## src/sat_pkg.sv

```systemverilog
// Shared types and constants of the segment address translator.
`default_nettype none

package sat_pkg;

    // Item opcodes
    localparam logic OP_WRITE = 1'b0;
    localparam logic OP_XLATE = 1'b1;

    // Configuration register map
    localparam int  CFG_ADDR_W  = 3;
    localparam logic REG_MAX_SEG = 1'b0;
    localparam logic [15:0] MAX_SEG_RESET = 16'd64;

    // Serial divider
    localparam int DIV_CNT_W = 5;
    localparam logic [DIV_CNT_W-1:0] DIV_LAST_STEP = 5'd31;

    typedef struct packed {
        logic        opcode;
        logic [3:0]  slot_index;
        logic        entry_valid;
        logic [15:0] segment_id;
        logic [31:0] segment_base;
        logic [15:0] segment_size;
        logic [31:0] logical_address;
        logic [15:0] access_length;
    } item_t;

    typedef struct packed {
        logic [31:0] physical_address;
        logic        xlate_fault;
        logic [31:0] segment_number;
        logic [15:0] segment_offset;
    } result_t;

    // One table slot as stored in the RAM
    typedef struct packed {
        logic [15:0] id;
        logic [31:0] base;
        logic [15:0] size;
    } entry_t;

endpackage

`default_nettype wire

```

## src/sat_ram.sv

```systemverilog
// Generic single-write, single-read RAM with registered read data.
`default_nettype none

module sat_ram #(
    parameter int WIDTH = 64,
    parameter int DEPTH = 16
) (
    input  wire logic                                   clk,
    input  wire logic                                   we,
    input  wire logic [(DEPTH > 1 ? $clog2(DEPTH) : 1)-1:0] waddr,
    input  wire logic [WIDTH-1:0]                       wdata,
    input  wire logic [(DEPTH > 1 ? $clog2(DEPTH) : 1)-1:0] raddr,
    output      logic [WIDTH-1:0]                       rdata
);

    logic [WIDTH-1:0] mem_reg [DEPTH];

    always_ff @(posedge clk)
    begin
        if (we)
        begin
            mem_reg[waddr] <= wdata;
        end
        rdata <= mem_reg[raddr];
    end

endmodule

`default_nettype wire

```

## src/segment_address_translator_top.sv

```systemverilog
// Top level of the segment address translator: sequencer, serial divider, table scan.
//
//  channel   | direction | handshake                  | payload
//  ----------+-----------+----------------------------+----------------------------
//  command   | in        | start && !busy             | item   (sat_pkg::item_t)
//  result    | out       | done, one cycle            | result (sat_pkg::result_t)
//  config    | in/out    | psel & penable (pready=1)  | paddr, pwdata, prdata
//
//  A table write answers with its all-zero word on the next cycle.
//  A translation runs the 1-bit-per-cycle restoring divider, then the table scan
//  (one RAM read per cycle, stopping at the first valid match or the last slot),
//  then a resolve step. A zero divisor skips division and scan and goes to resolve.
//  Reset clears the valid marks and sets max_segment_size to 64.
//  The receiver cannot stall; busy only reflects the sequencer.
`default_nettype none

module segment_address_translator_top #(
    parameter int TABLE_ENTRIES = 16
) (
    input  wire logic                            clk,
    input  wire logic                            rst_n,
    input  wire logic                            start,
    output      logic                            busy,
    input  wire sat_pkg::item_t                  item,
    output      logic                            done,
    output      sat_pkg::result_t                result,
    input  wire logic                            psel,
    input  wire logic                            penable,
    input  wire logic                            pwrite,
    input  wire logic [sat_pkg::CFG_ADDR_W-1:0]  paddr,
    input  wire logic [31:0]                     pwdata,
    output      logic [31:0]                     prdata,
    output      logic                            pready
);

    localparam int IDX_W = (TABLE_ENTRIES > 1) ? $clog2(TABLE_ENTRIES) : 1;
    localparam logic [IDX_W-1:0] LAST_IDX = IDX_W'(TABLE_ENTRIES - 1);
    localparam int ENTRY_W = $bits(sat_pkg::entry_t);

    typedef enum logic [1:0] {
        S_IDLE,
        S_DIV,
        S_SCAN,
        S_RESOLVE
    } state_t;

    // ---------------- configuration port ----------------
    logic [15:0] max_seg_reg;
    logic        cfg_sel;

    assign pready  = 1'b1;
    assign cfg_sel = (paddr[2] == sat_pkg::REG_MAX_SEG);
    assign prdata  = cfg_sel ? {16'd0, max_seg_reg} : 32'd0;

    always_ff @(posedge clk or negedge rst_n)
    begin
        if (!rst_n)
        begin
            max_seg_reg <= sat_pkg::MAX_SEG_RESET;
        end
        else if (psel && penable && pwrite && cfg_sel)
        begin
            max_seg_reg <= pwdata[15:0];
        end
    end

    // ---------------- table storage ----------------
    logic                    accept;
    logic                    wr_en;
    logic [IDX_W+3:0]        slot_ext;
    logic [IDX_W-1:0]        waddr;
    sat_pkg::entry_t         wr_entry;
    logic [ENTRY_W-1:0]      ram_rdata;
    sat_pkg::entry_t         rd_entry;

    assign accept   = start && !busy;
    assign wr_en    = accept && (item.opcode == sat_pkg::OP_WRITE)
                      && (int'(item.slot_index) < TABLE_ENTRIES);
    assign slot_ext = {{IDX_W{1'b0}}, item.slot_index};
    assign waddr    = slot_ext[IDX_W-1:0];
    assign wr_entry = '{id: item.segment_id, base: item.segment_base,
                        size: item.segment_size};
    assign rd_entry = sat_pkg::entry_t'(ram_rdata);

    // ---------------- sequencer ----------------
    state_t                      state_reg,     state_next;
    logic                        valid_reg      [TABLE_ENTRIES];
    logic                        done_reg,      done_next;
    sat_pkg::result_t            result_reg,    result_next;
    logic [31:0]                 quot_reg,      quot_next;
    logic [15:0]                 rem_reg,       rem_next;
    logic [15:0]                 len_reg,       len_next;
    logic [sat_pkg::DIV_CNT_W-1:0] div_cnt_reg, div_cnt_next;
    logic                        zero_div_reg,  zero_div_next;
    logic [IDX_W-1:0]            scan_cnt_reg,  scan_cnt_next;
    logic                        issued_reg,    issued_next;
    logic                        pend_reg,      pend_next;
    logic                        pend_vld_reg,  pend_vld_next;
    logic [IDX_W-1:0]            chk_idx_reg,   chk_idx_next;
    logic                        hit_reg,       hit_next;
    logic [31:0]                 base_reg,      base_next;
    logic [15:0]                 size_reg,      size_next;

    logic [16:0]                 trial;
    logic                        take;
    logic                        match;
    logic [16:0]                 span;
    logic                        fault;

    sat_ram #(
        .WIDTH (ENTRY_W),
        .DEPTH (TABLE_ENTRIES)
    ) u_table (
        .clk   (clk),
        .we    (wr_en),
        .waddr (waddr),
        .wdata (wr_entry),
        .raddr (scan_cnt_reg),
        .rdata (ram_rdata)
    );

    assign trial = {rem_reg, quot_reg[31]};
    assign take  = (trial >= {1'b0, max_seg_reg});
    assign match = pend_vld_reg && ({16'd0, rd_entry.id} == quot_reg);
    assign span  = {1'b0, rem_reg} + {1'b0, len_reg};
    assign fault = zero_div_reg || !hit_reg || (span > {1'b0, size_reg});

    always_comb
    begin
        state_next    = state_reg;
        done_next     = 1'b0;
        result_next   = result_reg;
        quot_next     = quot_reg;
        rem_next      = rem_reg;
        len_next      = len_reg;
        div_cnt_next  = div_cnt_reg;
        zero_div_next = zero_div_reg;
        scan_cnt_next = scan_cnt_reg;
        issued_next   = issued_reg;
        pend_next     = 1'b0;
        pend_vld_next = pend_vld_reg;
        chk_idx_next  = chk_idx_reg;
        hit_next      = hit_reg;
        base_next     = base_reg;
        size_next     = size_reg;

        unique case (state_reg)
            S_IDLE:
            begin
                if (accept)
                begin
                    if (item.opcode == sat_pkg::OP_WRITE)
                    begin
                        done_next   = 1'b1;
                        result_next = '0;
                    end
                    else
                    begin
                        quot_next     = item.logical_address;
                        rem_next      = 16'd0;
                        len_next      = item.access_length;
                        div_cnt_next  = sat_pkg::DIV_LAST_STEP;
                        hit_next      = 1'b0;
                        zero_div_next = (max_seg_reg == 16'd0);
                        state_next    = (max_seg_reg == 16'd0) ? S_RESOLVE : S_DIV;
                    end
                end
            end
            S_DIV:
            begin
                // one restoring step: shift in the next dividend bit
                rem_next  = take ? 16'(trial - {1'b0, max_seg_reg}) : trial[15:0];
                quot_next = {quot_reg[30:0], take};
                if (div_cnt_reg == '0)
                begin
                    scan_cnt_next = '0;
                    issued_next   = 1'b0;
                    state_next    = S_SCAN;
                end
                else
                begin
                    div_cnt_next = div_cnt_reg - 1'b1;
                end
            end
            S_SCAN:
            begin
                // issue one slot read per cycle, check it on the next cycle
                if (!issued_reg)
                begin
                    pend_next     = 1'b1;
                    pend_vld_next = valid_reg[scan_cnt_reg];
                    chk_idx_next  = scan_cnt_reg;
                    if (scan_cnt_reg == LAST_IDX)
                    begin
                        issued_next = 1'b1;
                    end
                    else
                    begin
                        scan_cnt_next = scan_cnt_reg + 1'b1;
                    end
                end
                if (pend_reg && (match || (chk_idx_reg == LAST_IDX)))
                begin
                    hit_next   = match;
                    base_next  = rd_entry.base;
                    size_next  = rd_entry.size;
                    pend_next  = 1'b0;
                    state_next = S_RESOLVE;
                end
            end
            S_RESOLVE:
            begin
                done_next = 1'b1;
                if (zero_div_reg)
                begin
                    result_next.physical_address = 32'd0;
                    result_next.xlate_fault      = 1'b1;
                    result_next.segment_number   = 32'hFFFF_FFFF;
                    result_next.segment_offset   = 16'd0;
                end
                else
                begin
                    result_next.physical_address = fault ? 32'd0
                                                   : base_reg + {16'd0, rem_reg};
                    result_next.xlate_fault      = fault;
                    result_next.segment_number   = quot_reg;
                    result_next.segment_offset   = rem_reg;
                end
                state_next = S_IDLE;
            end
            default:
            begin
                state_next = S_IDLE;
            end
        endcase
    end

    always_ff @(posedge clk or negedge rst_n)
    begin
        if (!rst_n)
        begin
            state_reg  <= S_IDLE;
            done_reg   <= 1'b0;
            result_reg <= '0;
            pend_reg   <= 1'b0;
            for (int i = 0; i < TABLE_ENTRIES; i++)
            begin
                valid_reg[i] <= 1'b0;
            end
        end
        else
        begin
            state_reg  <= state_next;
            done_reg   <= done_next;
            result_reg <= result_next;
            pend_reg   <= pend_next;
            if (wr_en)
            begin
                valid_reg[waddr] <= item.entry_valid;
            end
        end
    end

    always_ff @(posedge clk)
    begin
        quot_reg     <= quot_next;
        rem_reg      <= rem_next;
        len_reg      <= len_next;
        div_cnt_reg  <= div_cnt_next;
        zero_div_reg <= zero_div_next;
        scan_cnt_reg <= scan_cnt_next;
        issued_reg   <= issued_next;
        pend_vld_reg <= pend_vld_next;
        chk_idx_reg  <= chk_idx_next;
        hit_reg      <= hit_next;
        base_reg     <= base_next;
        size_reg     <= size_next;
    end

    assign busy   = (state_reg != S_IDLE);
    assign done   = done_reg;
    assign result = result_reg;

endmodule

`default_nettype wire

```

## config.mk

```make
export PLATFORM = sky130hd
export DESIGN_NAME = segment_address_translator_top
export DESIGN_NICKNAME = d
export VERILOG_FILES = /design/src/sat_pkg.sv /design/src/sat_ram.sv /design/src/segment_address_translator_top.sv
export SDC_FILE = /design/constraint.sdc
export NUM_CORES = 2
export LEC_CHECK = 0
export ABC_AREA = 1
export BUFFER_PORTS_ARGS = -buffer_cell sky130_fd_sc_hd__buf_2
export CAP_MARGIN = 20
export CORE_MARGIN = 2
export CORE_UTILIZATION = 40
export CTS_CLUSTER_SIZE = 8
export DETAILED_ROUTE_END_ITERATION = 10
export SLEW_MARGIN = 20
export SYNTH_ARGS = -nofsm -noshare
export SYNTH_HDL_FRONTEND = slang
export SYNTH_SLANG_ARGS = --single-unit
```

## constraint.sdc

```tcl
create_clock -name clk -period 5.4 [get_ports clk]
set_input_delay 1.08 -clock clk [delete_from_list [all_inputs] [get_ports clk]]
set_output_delay 1.08 -clock clk [all_outputs]
set_load 0.02 [all_outputs]
```

==> run metrics <==
CP max stage cell edfxtp_1; Worst Path Buf+Inv 2; gr ovfl total 0; Worst Path Arrival around 4.5 ns; Final ANT Viol Nets 0; Avg Cell Area, Syn 12.2 um2; slowest stage delay, CP 0.50 ns; DRT Pass-1 Iters 6; CTS max path bufs 3; cell count after synthesis 4406; CTS Sinks 1334; wire length on met1 roughly 63000 um; die width 371 um; total power 29000 uW; site row count 134; share of cells above drive strength 1 12.0%; dpl hpwl 81600 um; worst slew pin tran 1.08 ns; worst rel slew slack 28.2%; Crit path max-delay family simple AND/OR/NAND/NOR gates; drt total wl 143000 um; Top Metal Used met5; pwr dens around 460 nW/um2; max reg flops approximately 1000; CP Launch Type flip-flop; FF+latch count, synth 1334; fin util 46.9%; CTS resizes 0; Distinct cells, synth 52; Yosys warnings 0; Total GRT Usage 20.5%; Via density 5.43; LEAKAGE approximately 0.023 uW; Final min period 3.80 ns; clk root buf clkbuf_16; CTS Hold Bufs 0; Cell Area, Synth 54000 um2; CTS H-Tree Depth 4; met2 wire len 65200 um; commonest non-fill, non-tap cell in the layout edfxtp_1; DRT iter0 DRCs 3523; RSZ-0062 raised after global routing no; peak supply drop 0.000281 V; WS Path Type flip-flop to flip-flop; vias in the first global route 34304; NumNets Final 4883; met3 wire len 11600 um; CTS Buf Count 185; crit share post-route 70.3%; Die Ht ~370 um; worst endpoint required time 6.06 ns; max-slew violation count 0; post-synthesis sequential area ratio 72.0%; Final Skew 0.0403 ns; Fmax 0.263 GHz; core box area 134000 um2; die area 138000 um2; max-cap violation count 0; CP endpoint kind flip-flop; crit path max fanout 33; Wirelength per Cell between 20 and 25 um; vias between 30000 and 40000; Initial Util about two fifths; CTS clock-pin slew for the worst setup and hold paths approximately 0.060 ns; Layout Area Growth over Synthesis 16.0%; CP Cell Sequence ha_1 > a21oi_1 > nand2_1 > nand2_1 > a21oi_1 > nand2_1 > nand2_1 > a21boi_0 > o21ai_0 > xor2_1 > ha_1 > inv_1 > nor3_1 > nand2_1 > nand2_1 > nand2_1 > nand2_1 > nand2_1 > nand2_1 > nand2_1 > buf_4 > nand4_1 > nand2_1; first-pass GRT wire length 214000 um; TNS Setup 0 ns; final hold violation count 0; min-delay worst type input pin to asynchronous set/reset pin; I/O pin count 275; post-CTS setup buffers 0; final setup vio count 0; initial antenna violation count 38; Top cell by count, worst path nand2_1; largest net degree at the start of global routing 225; DRC Markers 0; outcome finished, final reports clean; most frequent cells in the layout 1153 x edfxtp_1, 619 x nor2_1, 614 x o21ai_0; gpl congestion approximately 0.9; CTS tree done; clock latency at the later pin of the worst-skew pair around 0.8 ns; PortBufs 239
-- kinds of logic (layout without fill, tap and decap cells) --
family | count (synthesis) | after routing | synth area share, %
AO/OA/AOI/OAI | 1014 | 1014 | 10.8
XOR/XNOR | 44 | 44 | 0.714
adder cells (fa/ha/maj) | 73 | 73 | 1.73
buffers and inverters | 439 | 811 | 3.39
flip-flops | 1334 | 1334 | 72.0
multiplexers | 1 | 1 | 0.0209
other | 2 | 26 | 0.0139
AND/OR/NAND/NOR | 1499 | 1499 | 11.4
-- final cells by class --
class	count	area, um2
Fill cell	11930	71000
Sequential cell	1334	38800
Multi-Input combinational cell	2648	13500
Clock buffer	315	5200
Tap cell	1768	2210
Timing Repair Buffer	312	1970
Inverter	170	656
Clock inverter	14	194
Antenna cell	9	22.5
-- per-layer routing --
layer	vias up	global-route usage, %
met5	-	0
met4	22	6.02
met3	242	4.42
met2	1319	32.1
met1	17593	28.9
li1	16473	-
-- report_power, final --
group          leakage (uW)  internal [uW]  switching (uW)  total (uW)
sequential           0.0125          12100             570       12600
combinational       0.00775           1720            3940        5670
clock               0.00257           6480            4220       10700
-- path summary, 6_finish.rpt --
kind / slack [ns] / startpoint / depth (start not counted) / endpoint
max: 1.60 / rem_reg[2]$_SDFFCE_PN0P_ / 23 / result[73]$_DFFE_PN0P_
min in group clk: 0.40 / u_table.rdata[2]$_DFF_P_ / 0 / size_reg[2]$_DFFE_PP_
max reg2reg: 1.60 / rem_reg[2]$_SDFFCE_PN0P_ / 23 / result[73]$_DFFE_PN0P_
min: 0.35 / rst_n / 1 / result[69]$_DFFE_PN0P_
min reg2reg: 0.40 / u_table.rdata[2]$_DFF_P_ / 0 / size_reg[2]$_DFFE_PP_
max in group asynchronous: 4.01 / rst_n / 2 / max_seg_reg[6]$_DFFE_PN1P_
-- synthesized netlist by cell type, drive strengths merged --
cell type  count  area share [%]
o221ai       105             1.7
or2            4           0.051
nor3b          1           0.014
dfstp          1           0.049
o21ai        621             5.8
inv          168             1.2
xor2          31            0.50
a211oi         2           0.028
o21bai         3           0.042
o22ai        156             1.8
a21o           9            0.13
o211ai        23            0.32
dfrtp        116             5.4
o2111ai        2           0.032
dfxtp         64             2.4
clkinv         2           0.014
nand3        169             1.6
nand3b        10            0.14
a21boi         3           0.042
edfxtp      1153              64
nor4           8           0.093
clkbuf       180             1.3
conb           2           0.014
o21a           1           0.014
xnor2         13            0.21
mux2           1           0.021
a31oi          1           0.012
fa             3            0.11
nand2        599             4.3
nor3           9           0.083
nor2         642             4.5
a21oi         87            0.88
nand4         57            0.66
buf           89            0.96
ha            70             1.6
o31a           1           0.016
-- stage by stage --
step	cell area (um2)	hold slack, ns	setup slack, ns	instances
final	62600	0.355	1.60	6570
after global placement	57200	0.389	1.62	6230
after detailed placement	57200	0.389	1.66	6231
after CTS	62600	0.318	1.60	6560
after floorplan	54000	0.386	0.589	4421
after global routing	62600	0.380	1.22	6563
Note: power is estimated with default switching activity, not from simulation.
